## src/rtl/core/prw_pkg.sv

```systemverilog
// Package for the capture record walker: phase encoding, stream item and
// result structs, header layout constants and the byte merge helper.
// No dependencies.
`default_nettype none

package prw_pkg;

	// Bytes of global file header skipped at the start of a capture
	localparam int GLOBAL_HEADER_BYTES = 24;
	localparam logic [4:0] GHDR_LEN = 5'(GLOBAL_HEADER_BYTES & 31);

	// Record header is four 32-bit little-endian words
	localparam logic [3:0] RHDR_LAST = 4'd15;

	// Word slots inside the record header
	localparam logic [1:0] WSEL_SECONDS  = 2'd0;
	localparam logic [1:0] WSEL_FRACTION = 2'd1;
	localparam logic [1:0] WSEL_CAPTURED = 2'd2;
	localparam logic [1:0] WSEL_ORIGINAL = 2'd3;

	localparam int RES_TDATA_W = 192;

	typedef enum logic [1:0] {
		PH_GLOBAL  = 2'd0,
		PH_HEADER  = 2'd1,
		PH_PAYLOAD = 2'd2
	} prw_phase_t;

	// One input byte of the capture stream
	typedef struct packed {
		logic       start_flag;
		logic [7:0] data_byte;
	} prw_item_t;

	// One parsed record header
	typedef struct packed {
		logic [31:0] payload_offset;
		logic [31:0] original_length;
		logic [31:0] captured_length;
		logic [31:0] ts_fraction;
		logic [31:0] ts_seconds;
		logic [31:0] record_number;
	} prw_result_t;

	// Place one byte into a little-endian word; lane 0 starts a fresh word
	function automatic logic [31:0] merge_byte(input logic [31:0] word,
		input logic [1:0] lane, input logic [7:0] b);
		logic [31:0] res;
		res = word;
		unique case (lane)
			2'd0: res = {24'h000000, b};
			2'd1: res[15:8] = b;
			2'd2: res[23:16] = b;
			2'd3: res[31:24] = b;
			default: res = word;
		endcase
		return res;
	endfunction

endpackage

`default_nettype wire

```

## src/rtl/core/prw_in_stage.sv

```systemverilog
// Input register of the record walker: captures one stream byte per
// transaction and holds it until the parser consumes it. Uses prw_pkg.
`default_nettype none

module prw_in_stage
	import prw_pkg::*;
(
	input  wire logic      clk,
	input  wire logic      arst_n,
	input  wire logic      in_valid,
	output logic           in_ready,
	input  wire prw_item_t in_item,
	output logic           valid_s1,
	output prw_item_t      item_s1,
	input  wire logic      consume
);

	logic load;

	// Free when empty or when the held byte leaves this cycle
	assign in_ready = !valid_s1 || consume;
	assign load     = in_valid && in_ready;

	// Valid flag
	always_ff @(posedge clk or negedge arst_n) begin
		if (!arst_n) begin
			valid_s1 <= 1'b0;
		end else if (load) begin
			valid_s1 <= 1'b1;
		end else if (consume) begin
			valid_s1 <= 1'b0;
		end
	end

	// Payload
	always_ff @(posedge clk) begin
		if (load) begin
			item_s1 <= in_item;
		end
	end

endmodule

`default_nettype wire

```

## src/rtl/core/prw_parser.sv

```systemverilog
// Parse state of the record walker: phase tracking, header word assembly,
// payload skip count, record count and file offset. Uses prw_pkg.
`default_nettype none

module prw_parser
	import prw_pkg::*;
(
	input  wire logic      clk,
	input  wire logic      arst_n,
	input  wire logic      valid_s1,
	input  wire prw_item_t item_s1,
	output logic           consume,
	input  wire logic      res_ready,
	output logic           res_load,
	output prw_result_t    res_data
);

	prw_phase_t  phase_q, phase_c;
	logic [4:0]  cnt_q, cnt_c;
	logic [31:0] w_sec_q, w_frac_q, w_cap_q, w_orig_q;
	logic [31:0] w_sec_c, w_frac_c, w_cap_c, w_orig_c;
	logic [31:0] remain_q, remain_c;
	logic [31:0] rec_total_q, rec_total_c;
	logic [31:0] offset_q, offset_c;
	logic        emit_c;

	// Next state for the byte in the input register
	always_comb begin
		logic [3:0]  c;
		logic [4:0]  cnt_inc;
		logic [31:0] rem_dec;
		logic [31:0] offs;
		c       = 4'd0;
		cnt_inc = 5'd0;
		rem_dec = 32'd0;
		offs    = 32'd0;

		phase_c     = phase_q;
		cnt_c       = cnt_q;
		w_sec_c     = w_sec_q;
		w_frac_c    = w_frac_q;
		w_cap_c     = w_cap_q;
		w_orig_c    = w_orig_q;
		remain_c    = remain_q;
		rec_total_c = rec_total_q;
		offs        = offset_q;
		emit_c      = 1'b0;

		// Restart clears everything before the byte is handled
		if (item_s1.start_flag) begin
			phase_c     = PH_GLOBAL;
			cnt_c       = 5'd0;
			w_sec_c     = 32'd0;
			w_frac_c    = 32'd0;
			w_cap_c     = 32'd0;
			w_orig_c    = 32'd0;
			remain_c    = 32'd0;
			rec_total_c = 32'd0;
			offs        = 32'd0;
		end

		// Global header already done (covers an empty global header)
		if (phase_c == PH_GLOBAL && cnt_c >= GHDR_LEN) begin
			phase_c = PH_HEADER;
			cnt_c   = 5'd0;
		end

		unique case (phase_c)
			PH_GLOBAL: begin
				cnt_inc = cnt_c + 5'd1;
				cnt_c   = cnt_inc;
				if (cnt_inc >= GHDR_LEN) begin
					phase_c = PH_HEADER;
					cnt_c   = 5'd0;
				end
			end
			PH_PAYLOAD: begin
				rem_dec  = remain_c - 32'd1;
				remain_c = rem_dec;
				if (rem_dec == 32'd0) begin
					phase_c = PH_HEADER;
					cnt_c   = 5'd0;
				end
			end
			default: begin
				// Record header byte; the unused code behaves as header
				c = cnt_c[3:0];
				unique case (c[3:2])
					WSEL_SECONDS:  w_sec_c  = merge_byte(w_sec_c, c[1:0], item_s1.data_byte);
					WSEL_FRACTION: w_frac_c = merge_byte(w_frac_c, c[1:0], item_s1.data_byte);
					WSEL_CAPTURED: w_cap_c  = merge_byte(w_cap_c, c[1:0], item_s1.data_byte);
					WSEL_ORIGINAL: w_orig_c = merge_byte(w_orig_c, c[1:0], item_s1.data_byte);
					default:       w_orig_c = w_orig_q;
				endcase
				cnt_c = {1'b0, c} + 5'd1;
				if (c == RHDR_LAST) begin
					emit_c      = 1'b1;
					rec_total_c = rec_total_c + 32'd1;
					cnt_c       = 5'd0;
					remain_c    = w_cap_c;
					phase_c     = (w_cap_c != 32'd0) ? PH_PAYLOAD : PH_HEADER;
				end
			end
		endcase

		offset_c = offs + 32'd1;

		res_data.record_number   = rec_total_c;
		res_data.ts_seconds      = w_sec_c;
		res_data.ts_fraction     = w_frac_c;
		res_data.captured_length = w_cap_c;
		res_data.original_length = w_orig_c;
		res_data.payload_offset  = offset_c;
	end

	// Stall only when a result is due and the output register is held
	assign consume  = valid_s1 && (!emit_c || res_ready);
	assign res_load = consume && emit_c;

	// State registers
	always_ff @(posedge clk or negedge arst_n) begin
		if (!arst_n) begin
			phase_q     <= PH_GLOBAL;
			cnt_q       <= 5'd0;
			w_sec_q     <= 32'd0;
			w_frac_q    <= 32'd0;
			w_cap_q     <= 32'd0;
			w_orig_q    <= 32'd0;
			remain_q    <= 32'd0;
			rec_total_q <= 32'd0;
			offset_q    <= 32'd0;
		end else if (consume) begin
			phase_q     <= phase_c;
			cnt_q       <= cnt_c;
			w_sec_q     <= w_sec_c;
			w_frac_q    <= w_frac_c;
			w_cap_q     <= w_cap_c;
			w_orig_q    <= w_orig_c;
			remain_q    <= remain_c;
			rec_total_q <= rec_total_c;
			offset_q    <= offset_c;
		end
	end

endmodule

`default_nettype wire

```

## src/rtl/core/prw_out_stage.sv

```systemverilog
// Result register of the record walker: holds one parsed record header
// until the downstream transaction completes. Uses prw_pkg.
`default_nettype none

module prw_out_stage
	import prw_pkg::*;
(
	input  wire logic        clk,
	input  wire logic        arst_n,
	input  wire logic        res_load,
	input  wire prw_result_t res_data,
	output logic             res_ready,
	output logic             out_valid,
	input  wire logic        out_ready,
	output prw_result_t      out_data
);

	logic        valid_q;
	prw_result_t data_q;

	assign res_ready = !valid_q || out_ready;
	assign out_valid = valid_q;
	assign out_data  = data_q;

	// Valid flag
	always_ff @(posedge clk or negedge arst_n) begin
		if (!arst_n) begin
			valid_q <= 1'b0;
		end else if (res_load) begin
			valid_q <= 1'b1;
		end else if (out_ready) begin
			valid_q <= 1'b0;
		end
	end

	// Payload
	always_ff @(posedge clk) begin
		if (res_load) begin
			data_q <= res_data;
		end
	end

endmodule

`default_nettype wire

```

## src/rtl/core/pcap_record_walker_top.sv

```systemverilog
// Capture record walker: takes a capture file one byte per clock, skips the
// 24-byte global header, and emits each record header with its record
// number and payload offset, skipping the payload bytes. One byte is taken
// per clock; bytes pass the input register, results the output register. The
// input stalls only while a result waits in the output register and the
// next byte would complete another record header. A byte with tuser set
// restarts parsing as byte 0 of a new capture.
// Uses prw_pkg, prw_in_stage, prw_parser and prw_out_stage.
`default_nettype none

module pcap_record_walker_top
	import prw_pkg::*;
(
	input  wire logic                   clk,
	input  wire logic                   arst_n,
	input  wire logic                   s_axis_tvalid,
	output logic                        s_axis_tready,
	input  wire logic [7:0]             s_axis_tdata,  // [7:0] data_byte
	input  wire logic                   s_axis_tuser,  // [0] start_flag
	output logic                        m_axis_tvalid,
	input  wire logic                   m_axis_tready,
	// [31:0] record_number, [63:32] ts_seconds, [95:64] ts_fraction,
	// [127:96] captured_length, [159:128] original_length,
	// [191:160] payload_offset
	output logic [RES_TDATA_W-1:0]      m_axis_tdata
);

	prw_item_t   in_item;
	prw_item_t   item_s1;
	logic        valid_s1;
	logic        consume;
	logic        res_ready;
	logic        res_load;
	prw_result_t res_data;
	prw_result_t out_data;

	assign in_item.data_byte  = s_axis_tdata;
	assign in_item.start_flag = s_axis_tuser;

	prw_in_stage u_in (
		.clk      (clk),
		.arst_n   (arst_n),
		.in_valid (s_axis_tvalid),
		.in_ready (s_axis_tready),
		.in_item  (in_item),
		.valid_s1 (valid_s1),
		.item_s1  (item_s1),
		.consume  (consume)
	);

	prw_parser u_parser (
		.clk       (clk),
		.arst_n    (arst_n),
		.valid_s1  (valid_s1),
		.item_s1   (item_s1),
		.consume   (consume),
		.res_ready (res_ready),
		.res_load  (res_load),
		.res_data  (res_data)
	);

	prw_out_stage u_out (
		.clk       (clk),
		.arst_n    (arst_n),
		.res_load  (res_load),
		.res_data  (res_data),
		.res_ready (res_ready),
		.out_valid (m_axis_tvalid),
		.out_ready (m_axis_tready),
		.out_data  (out_data)
	);

	// Struct packs record_number in the lowest bits
	assign m_axis_tdata = out_data;

endmodule

`default_nettype wire
```

## config.mk

```make
export PLATFORM = sky130hd
export DESIGN_NAME = pcap_record_walker_top
export DESIGN_NICKNAME = d
export VERILOG_FILES = /design/src/rtl/core/prw_pkg.sv /design/src/rtl/core/prw_in_stage.sv /design/src/rtl/core/prw_parser.sv /design/src/rtl/core/prw_out_stage.sv /design/src/rtl/core/pcap_record_walker_top.sv
export SDC_FILE = /design/constraint.sdc
export NUM_CORES = 1
export LEC_CHECK = 0
export BUFFER_PORTS_ARGS = -buffer_cell sky130_fd_sc_hd__buf_4
export CAP_MARGIN = 20
export CORE_MARGIN = 2
export CORE_UTILIZATION = 43
export CTS_CLUSTER_SIZE = 30
export DETAILED_ROUTE_END_ITERATION = 10
export PLACE_DENSITY = 0.6
export REMOVE_ABC_BUFFERS = 1
export SETUP_SLACK_MARGIN = 0.3
export SLEW_MARGIN = 20
export SYNTH_ARGS = -nofsm -noshare
export SYNTH_HDL_FRONTEND = slang
export SYNTH_SLANG_ARGS = --single-unit
```

## constraint.sdc

```tcl
create_clock -name clk -period 19.8 [get_ports clk]
set_input_delay 2.97 -clock clk [delete_from_list [all_inputs] [get_ports clk]]
set_output_delay 2.97 -clock clk [all_outputs]
set_load 0.005 [all_outputs]
```

# Word level (Yosys, flattened, before mapping)
# Cells that the tools add are included.
# word_totals
regBits,434
# op_classes
muxes,55
order_cmp,2
n_addsub,5
reduce_logical,19
n_eq_ne,8
# op_table
op,n
32-bit 2-to-1 mux,19
8-bit one-hot mux with 2 select lines,12
32-bit by 1-bit adder with 32-bit output (second input constant),2
32-bit one-hot mux with 2 select lines,1
32-bit zero test,1
8-bit 2-to-1 mux,4
32-bit nonzero test,1
32-bit by 1-bit subtractor with 32-bit output (second input constant),1
5-bit 2-to-1 mux,5
2-bit 2-to-1 mux,6
2-bit equality test (second input constant),5
5-bit greater-or-equal comparator (second input constant),2
5-bit one-hot mux with 2 select lines,1
2-bit zero test,4
1-bit 2-to-1 mux,6
4-bit by 1-bit adder with 5-bit output (second input constant),1
5-bit by 1-bit adder with 5-bit output (second input constant),1
2-bit by 1-bit equality test with 1-bit output (second input constant),2
4-bit equality test (second input constant),1
1-bit logical AND,4
2-bit one-hot mux with 2 select lines,1
2-bit nonzero test,2
1-bit zero test,3
1-bit logical OR,3
2-bit OR reduction,1

# Depth between registers and ports, before layout
# Gate-level depths: netlist (run 1).
# logic_depth
depth_word,13
ltp_mapped,17
depth_no_buf,12

# By module
# Synthesis (run 1) repeated with hierarchy kept, for this count alone.
# unflattened
cells_unflattened,2073
hier_area_um2,20812.5
# modules_own_cells
mod,area_per_inst_um2,seq_area_each_um2,cells_per_inst,instances
prw_parser,14675.3,5780.5,1865,1
prw_out_stage,5813.1,5790.6,195,1
prw_in_stage,324.1,295.3,13,1

# Least setup slack after synthesis (run 1)
# Ideal clock, no wire load.
# synth_timing
path_type,input to register
startpoint,input m_axis_tready
endpoint,register u_parser.remain_q[20]
cell_stages,6
setup_time_ns,0.082
slack_ns,11.733
arrival_ns,7.985
path_buffers,0
cell_sequence,nand2b_1 o21a_1 nand2_1 inv_1 a222oi_1 inv_1
# synth_between
elab_chain_len,3
# synth_rtl
item,line,text
from (decl),pcap_record_walker_top.sv:21,"input wire logic m_axis_tready,"
1-bit logical OR,prw_out_stage.sv:21,assign res_ready = !valid_q || out_ready;
1-bit logical OR,prw_parser.sv:117,assign consume = valid_s1 && (!emit_c || res_ready);
1-bit logical AND,prw_parser.sv:117,
to (signal assigned),prw_parser.sv:139,remain_q <= remain_c;
to (decl),prw_parser.sv:22,"logic [31:0] remain_q, remain_c;"
# Every way passes these cells.
# A chain may end at the register's enable or synchronous reset.

# Worst setup path in the final report (run 1)
# layout_timing
startpoint,input m_axis_tready
endpoint,output s_axis_tready
# layout_between
elab_chain_len,4
# layout_rtl
item,line,text
1-bit logical OR,prw_out_stage.sv:21,
1-bit logical OR,prw_parser.sv:117,
1-bit logical AND,prw_parser.sv:117,
1-bit logical OR,prw_in_stage.sv:21,assign in_ready = !valid_s1 || consume;
to (decl),pcap_record_walker_top.sv:17,"output logic s_axis_tready,"
# Every way passes these cells.

==> insert_results.sql, run 1 <==
INSERT INTO impl_metrics (metric_group, metric, value, unit) VALUES
('status', 'run_status', 'finished clean', ''),
('clocking', 'clk-insertion-delay-late', '0.59', 'ns'),
('logic_synthesis', 'syn-mean-instance-area', '9.72', 'µm²'),
('clocking', 'cts_tree', 'yes', ''),
('sta', 'setup_viol', '0', ''),
('clocking', 'cts.root.buffer_cell', 'clkbuf_16', ''),
('cells_and_area', 'n_antenna_cell', '0', ''),
('cells_and_area', 'nets', '2271', ''),
('grt', 'groute.layer.met2.usage', '36.0', '%'),
('flow_run', 'max-cap-violations', '0', ''),
('placed_design', 'number_of_input_and_output_port_buffers_inserted', '206', ''),
('power', 'leakage', '0.00991', 'µW'),
('sta', 'hold_viol', '0', ''),
('clocking', 'cts_hold_buf', '0', ''),
('sta', 'timing.final.max_slew_violations', '0', ''),
('setup_path', 'cpPeakStageDelay', '0.28', 'ns'),
('power', 'comb_power_share', '17.2', '%'),
('power', 'total_power', '2280', 'µW'),
('drt', 'routedWlPerCell', '19.7', 'µm'),
('logic_synthesis', 'ys.warnings.count', '0', ''),
('worst_hold_path', 'worstHoldPathType', 'register to register', ''),
('logic_synthesis', 'synth_enable_flop_cells', '201', ''),
('placed_design', 'dp.final_hpwl', '36.2', 'mm'),
('sta', 'finClkSkew', '0.0260', 'ns'),
('cells_and_area', 'drive_above_1_share', '15.9', '%'),
('setup_path', 'critPathCaptureType', 'primary output', ''),
('setup_path', 'arrival', '3.78', 'ns'),
('power', 'share_seq_of_total_power', '45.8', '%'),
('cells_and_area', 'layout.area.seq', '0.0119', 'mm²'),
('cells_and_area', 'multi_input_area', '0.00799', 'mm²'),
('cells_and_area', 'nFillCells', '4290', ''),
('drt', 'wirelength', '57.0', 'mm'),
('sta', 'max_freq', '148', 'MHz'),
('setup_path', 'cp_cell_sequence', 'buf_4 > nand2b_1 > nor2_1 > nand2_1 > buf_4', ''),
('grt', 'grt.busiest_layer', 'met2', ''),
('sta', 'final.setup.tns', '0', 'ns'),
('floorplanning', 'fp_rows', '79', ''),
('cells_and_area', 'final_area', '0.0240', 'mm²'),
('drt', 'drt_first_iter_violations', '1491', ''),
('floorplanning', 'die_area', '0.0493', 'mm²'),
('floorplanning', 'chipHeight', '222', 'µm'),
('logic_synthesis', 'ys_seq_area_share', '58.1', '%'),
('sta', 'unrepaired_setup_endpoints_after_global_routing', 'no', ''),
('floorplanning', 'floorplan.die.width', '222', 'µm'),
('grt', 'global_route.overflow_total', '0', ''),
('drt', 'dr.pass1.iters', '5', ''),
('setup_path', 'critPathSlowestCell', 'nand2b_1', ''),
('power', 'power_per_cell_area', '95.0', 'mW/mm²'),
('power', 'internal_power', '1590', 'µW'),
('drt', 'via_per_inst', '5.56', ''),
('grt', 'globalRouteMet1Util', '32.2', '%'),
('logic_synthesis', 'async_reset_ff_share', '53.7', '%'),
('sta', 'slew_worst_pin', '0.945', 'ns'),
('grt', 'grt_first_pass_wirelength', '89.0', 'mm'),
('grt', 'gr-usage-met3', '3.78', '%'),
('sta', 'setup_slack', '13.05', 'ns'),
('clocking', 'htree_levels', '2', ''),
('setup_path', 'required_time_of_the_critical_path', '16.83', 'ns'),
('power', 'net-switching-power', '687', 'µW'),
('setup_path', 'critPathMaxFanout', '4', ''),
('logic_synthesis', 'postSynthRegisterBits', '434', ''),
('clocking', 'post_cts.repair.setup_buffers', '0', ''),
('grt', 'grt_use_total', '22.8', '%'),
('sta', 'fin_crit_sh', '34.1', '%'),
('setup_path', 'cp-start-kind', 'input port', ''),
('cells_and_area', 'area.growth.synth_to_final', '17.2', '%'),
('placed_design', 'preCtsSetupSlack', '13.05', 'ns'),
('grt', 'first_global_vias', '15428', ''),
('logic_synthesis', 'dominantRegCellSynth', 'dfrtp_1', ''),
('sta', 'slew-limit-headroom', '36.5', '%'),
('floorplanning', 'ios', '207', '');
## through the flow
step	hold WS, ns	std cells	util, %
after floorplan	0.438	1968	-
after global placement	0.455	2806	48.1
after detailed placement	0.459	2808	48.2
after CTS	0.476	2893	51.2
after global routing	0.486	2894	51.3
final	0.473	2894	51.3
## state kept, by name, indices dropped and copies added (netlist names)
| name | cells |
|---|---|
| u_parser.w_cap_q | 32 |
| u_parser.phase_q | 2 |
| u_in.item_s1 | 9 |
| u_parser.remain_q | 32 |
| u_in.valid_s1 | 1 |
| u_parser.offset_q | 32 |
| u_parser.w_orig_q | 32 |
| u_parser.cnt_q | 5 |
| u_out.out_data | 192 |
| u_parser.w_frac_q | 32 |
| u_parser.w_sec_q | 32 |
| u_out.out_valid | 1 |
| u_parser.rec_total_q | 32 |
## power by group through the flow
stage	sequential, µW	clock (µW)	combinational (µW)
floorplan	1050	0	258
global placement	1060	0	385
detailed placement	1060	0	387
CTS	1040	861	389
global route	1050	899	431
finish	1040	842	392
## worst reg2reg max path, cell delays in order (launching register included)
cell and delay [ns]:
dfrtp_1 0.44, nor2_1 0.32, a31oi_1 0.32, nand2_1 0.22, inv_1 0.09, ha_1 0.23
nand2_1 0.06, buf_4 0.22, o21a_4 0.54, nand2_1 0.41, inv_8 0.60, buf_4 0.25
buf_16 0.27, buf_12 0.30
## per-layer routing
metal / up-vias / share of wire [%] / wire length [µm]
met2: 505 / 46 / 26300
met3: 100 / 5.5 / 3120
met4: 0 / 3.0 / 1700
li1: 7673 / - / -
met5: - / 0 / 0
met1: 7807 / 45 / 25800
## cell type report
type,instances,share of cell area [%]
Timing Repair Buffer,234,7.58
Clock buffer,66,5.25
Multi-Input combinational cell,1510,33.3
Sequential cell,434,49.5
Clock inverter,19,0.747
Tap cell,607,3.17
Inverter,24,0.418
## cells in the final DEF, fill, tap and decap left out, drive strengths merged, types with 6 or more instances in the layout
master	Yosys	routed
xnor2	36	36
a31oi	10	10
and4	8	8
nand3	119	119
a22oi	8	8
and2	8	8
or4	19	19
nor2	134	134
o21ai	159	159
dfrtp	233	233
o31ai	19	19
xor2	30	30
nor2b	34	34
clkinv	0	11
edfxtp	201	201
a31o	31	31
nand2	589	589
nor3	26	26
mux2	15	15
clkbuf	120	66
o22ai	6	6
a32o	8	8
nor4	30	30
inv	24	25
a22o	9	9
a21oi	46	46
a21o	7	7
nand4	24	24
o211ai	6	6
buf	15	234
nand2b	10	10
ha	8	8
and3	16	16
or3	20	20
mux2i	16	16
## worst paths after layout
| kind | start | to | depth (start not counted) |
|---|---|---|---|
| min in group asynchronous | arst_n | u_parser.offset_q[13] | 1 |
| min | u_parser.w_sec_q[10] | u_parser.w_sec_q[10] | 2 |
| max in group asynchronous | arst_n | u_parser.w_sec_q[6] | 3 |
| max reg2reg | u_parser.phase_q[0] | u_out.out_data[33] | 13 |
| max | m_axis_tready | s_axis_tready | 5 |
| min reg2reg | u_parser.w_sec_q[10] | u_parser.w_sec_q[10] | 2 |
## Yosys cell counts (3+ instances only)
library cell | n | area, µm²
o21ai_0 | 155 | 776
a21oi_1 | 46 | 230
or3_1 | 17 | 106
edfxtp_1 | 201 | 6040
mux2i_1 | 16 | 160
o41ai_1 | 5 | 43.8
nor3_1 | 26 | 130
a22o_1 | 8 | 70.1
a21o_1 | 7 | 52.6
nand4_1 | 23 | 144
o221ai_1 | 3 | 26.3
o31ai_1 | 19 | 143
xnor2_1 | 36 | 315
buf_1 | 10 | 37.5
o21ai_1 | 3 | 15.0
o22ai_1 | 6 | 37.5
and4_1 | 8 | 70.1
a32o_1 | 8 | 80.1
nand3_1 | 119 | 596
o21a_1 | 3 | 22.5
a31o_2 | 31 | 272
mux2_2 | 15 | 169
ha_1 | 8 | 100
a31oi_1 | 10 | 62.6
nor3b_1 | 5 | 37.5
nand2b_1 | 10 | 62.6
and2_1 | 8 | 50.1
and3_1 | 16 | 100
o211ai_1 | 6 | 45.0
a221o_1 | 5 | 50.1
nor2_1 | 134 | 503
clkbuf_1 | 119 | 447
dfrtp_1 | 233 | 5830
a22oi_1 | 8 | 60.1
nor4_1 | 28 | 175
or2_2 | 5 | 31.3
inv_1 | 23 | 86.3
buf_2 | 4 | 20.0
or4_1 | 18 | 135
xor2_1 | 30 | 263
nand2_1 | 589 | 2210
nor2b_1 | 34 | 213
## cell families after synthesis
family	count (synthesis)	synth area share, %
compound gates	348	10.8
xor+xnor	66	2.83
fa+ha+maj	8	0.490
buf+inv	159	2.99
flops	434	58.1
mux	31	1.61
simple gates	1057	23.2
No activity file was read; power rests on OpenSTA's default activity.
==> run 2: changes to the inputs <==
==> constraint.sdc (replaced) <==
create_clock -name clk -period 6.3 [get_ports clk]
set_input_delay 0.945 -clock clk [delete_from_list [all_inputs] [get_ports clk]]
set_output_delay 0.945 -clock clk [all_outputs]
set_load 0.005 [all_outputs]
==> insert_results.sql, run 2 (same netlist as run 1, synthesis figures left out) <==
INSERT INTO impl_metrics (metric_group, metric, value, unit) VALUES
('drt', 'dr.pass1.iters', '5', ''),
('setup_path', 'cp-start-kind', 'register', ''),
('floorplanning', 'floorplan.die.width', '222', 'µm'),
('setup_path', 'required_time_of_the_critical_path', '5.35', 'ns'),
('cells_and_area', 'layout.cells.most_common', 'nand2_1', ''),
('drt', 'via_per_inst', '5.62', ''),
('sta', 'fin_crit_sh', '72.4', '%'),
('cells_and_area', 'finalNonFillerCells', '2896', ''),
('power', 'power_per_cell_area', '308', 'mW/mm²'),
('sta', 'finClkSkew', '0.0316', 'ns'),
('grt', 'first_global_vias', '15522', ''),
('sta', 'setup_viol', '0', ''),
('setup_path', 'critPathCaptureType', 'primary output', ''),
('clocking', 'post_cts.repair.setup_buffers', '0', ''),
('grt', 'antenna_found_initial', '0', ''),
('cells_and_area', 'final_area', '0.0241', 'mm²'),
('cells_and_area', 'multi_input_area', '0.00798', 'mm²'),
('setup_path', 'cp.buffers_inverters', '2', ''),
('cells_and_area', 'commonest_non_fill_non_tap_cells_in_the_layout', '589 x nand2_1, 233 x dfrtp_1, 228 x buf_4', ''),
('drt', 'wirelength', '57.2', 'mm'),
('setup_path', 'cpPeakStageDelay', '0.66', 'ns'),
('clocking', 'cts.path.max_buffers', '3', ''),
('clocking', 'post_cts_resize_count', '0', ''),
('clocking', 'htree_levels', '2', ''),
('drt', 'antenna_left', '0', ''),
('placed_design', 'dp.final_hpwl', '36.3', 'mm'),
('drt', 'drt_first_iter_violations', '1412', ''),
('setup_path', 'launching_point_of_the_worst_reg2reg_path', 'u_parser.cnt_q[3]', ''),
('clocking', 'numClockSinks', '434', ''),
('sta', 'max_freq', '219', 'MHz'),
('placed_design', 'dpl.cell_count', '2806', ''),
('setup_path', 'arrival', '3.62', 'ns'),
('grt', 'grt_use_total', '23.0', '%'),
('sta', 'final.hold.worst_slack', '0.332', 'ns'),
('clocking', 'cts_buffers', '48', ''),
('clocking', 'cts_tree', 'yes', ''),
('clocking', 'cts.root.buffer_cell', 'clkbuf_16', ''),
('setup_path', 'timing.reg2reg.worst_path_depth', '10', ''),
('clocking', 'clk-insertion-delay-late', '0.60', 'ns'),
('sta', 'timing.final.max_slew_violations', '0', ''),
('setup_path', 'crit_path_start', 'u_parser.cnt_q[3]', ''),
('grt', 'global_route.overflow_total', '0', ''),
('sta', 'hold_viol', '0', ''),
('drt', 'routed-via-count', '16287', ''),
('clocking', 'cts_hold_buf', '0', ''),
('drt', 'routedWlPerCell', '19.8', 'µm'),
('power', 'leakage', '0.00999', 'µW'),
('cells_and_area', 'n_antenna_cell', '0', ''),
('grt', 'largest_net_degree_at_the_start_of_global_routing', '230', ''),
('flow_run', 'max-cap-violations', '0', ''),
('placed_design', 'globalplace.congestion', '0.886', ''),
('power', 'ir_drop', '0.187', 'mV'),
('sta', 'slew_worst_pin', '1.11', 'ns'),
('sta', 'final_period_demand_of_the_worst_path', '4.56', 'ns'),
('cells_and_area', 'nFillCells', '4252', ''),
('setup_path', 'cp_cell_sequence', 'a31oi_1 > nand2_1 > inv_1 > ha_1 > nand2_1 > nor2_1 > nand2_1 > buf_4', ''),
('setup_path', 'crit_path_frequent_cell', 'nand2_1', ''),
('floorplanning', 'core_area', '0.0468', 'mm²'),
('cells_and_area', 'nets', '2270', ''),
('clocking', 'clock_pin_slew_worst_setup_and_hold_paths', '0.06', 'ns'),
('sta', 'slew-limit-headroom', '26.2', '%'),
('status', 'run_status', 'finished clean', ''),
('floorplanning', 'chipHeight', '222', 'µm'),
('setup_path', 'worst-setup-path-type', 'register to primary output', ''),
('drt', 'detail_route.drc_violations', '0', ''),
('grt', 'grt_first_pass_wirelength', '90.2', 'mm'),
('setup_path', 'cp.depth', '8', ''),
('placed_design', 'number_of_input_and_output_port_buffers_inserted', '206', ''),
('floorplanning', 'start_util', '43.7', '%'),
('worst_hold_path', 'worstHoldPathType', 'input port to async pin', ''),
('placed_design', 'placement_cell_area', '0.0225', 'mm²'),
('setup_path', 'critPathSlowestCell', 'a31oi_1', ''),
('cells_and_area', 'drive_above_1_share', '16.1', '%'),
('floorplanning', 'die_area', '0.0493', 'mm²'),
('cells_and_area', 'largest_register_ffs', '192', ''),
('setup_path', 'critPathMaxFanout', '16', ''),
('setup_path', 'critical-path-top-delay-family', 'simple AND/OR/NAND/NOR gates', ''),
('cells_and_area', 'layout.area.seq', '0.0119', 'mm²'),
('cells_and_area', 'area.growth.synth_to_final', '18.0', '%'),
('sta', 'final.setup.tns', '0', 'ns'),
('floorplanning', 'fp_rows', '79', ''),
('floorplanning', 'ios', '207', ''),
('sta', 'unrepaired_setup_endpoints_after_global_routing', 'no', '');
-- run 2: cell types whose count changed in the layout (fill, tap and decap cells not counted), moves of 2 or more --
cell / before / now
clkbuf_8: 1 / 5
bufinv_16: 3 / 6
clkbuf_1: 18 / 15
clkbuf_16: 47 / 50
buf_6: 2 / 0
clkinvlp_4: 4 / 2
-- run 2: report_power, final --
part | total [µW] | internal (µW) | switching (µW) | leakage (µW)
Combinational | 1230 | 388 | 845 | 0.00431
Sequential | 3280 | 3090 | 189 | 0.00488
Clock | 2930 | 1770 | 1160 | 0.000800
Total | 7440 | 5250 | 2190 | 0.00999
-- run 2: layout make-up --
type                       count  area share (%)
timing repair buffer         231            7.32
inverter                      24           0.415
clock buffer                  70            5.71
clock inverter                20            1.12
tap                          607            3.15
sequential                   434            49.2
multi-input combinational   1510            33.1
-- run 2: final timing paths --
| kind | endpoint | slack, ns |
|---|---|---|
| max in group asynchronous | u_parser.offset_q[4] | 4.70 |
| worst max register to register | u_out.out_data[62] | 1.81 |
| worst max-delay path | s_axis_tready | 1.74 |
| worst min register to register | u_parser.w_frac_q[9] | 0.47 |
| min in group clk | u_parser.w_frac_q[9] | 0.47 |
| worst min-delay path | u_parser.offset_q[13] | 0.33 |
-- run 2: per-stage QoR --
step | total power, µW | utilization (%) | worst slack (ns)
finish | 7440 | 51.6 | 1.74
CTS | 7480 | 51.6 | 1.73
floorplan | 4100 | - | -6.24
global placement | 4530 | 48.1 | 2.05
detailed placement | 4530 | 48.1 | 1.86
global route | 7750 | 51.6 | 1.39
-- run 2: layer usage --
metal / global-route usage [%] / vias up / part of all wire [%]
li1: - / 7693 / -
met1: 32.5 / 7925 / 45
met2: 36.3 / 577 / 46
met3: 4.08 / 92 / 6.3
met4: 6.95 / 0 / 2.6
met5: 0 / - / 0
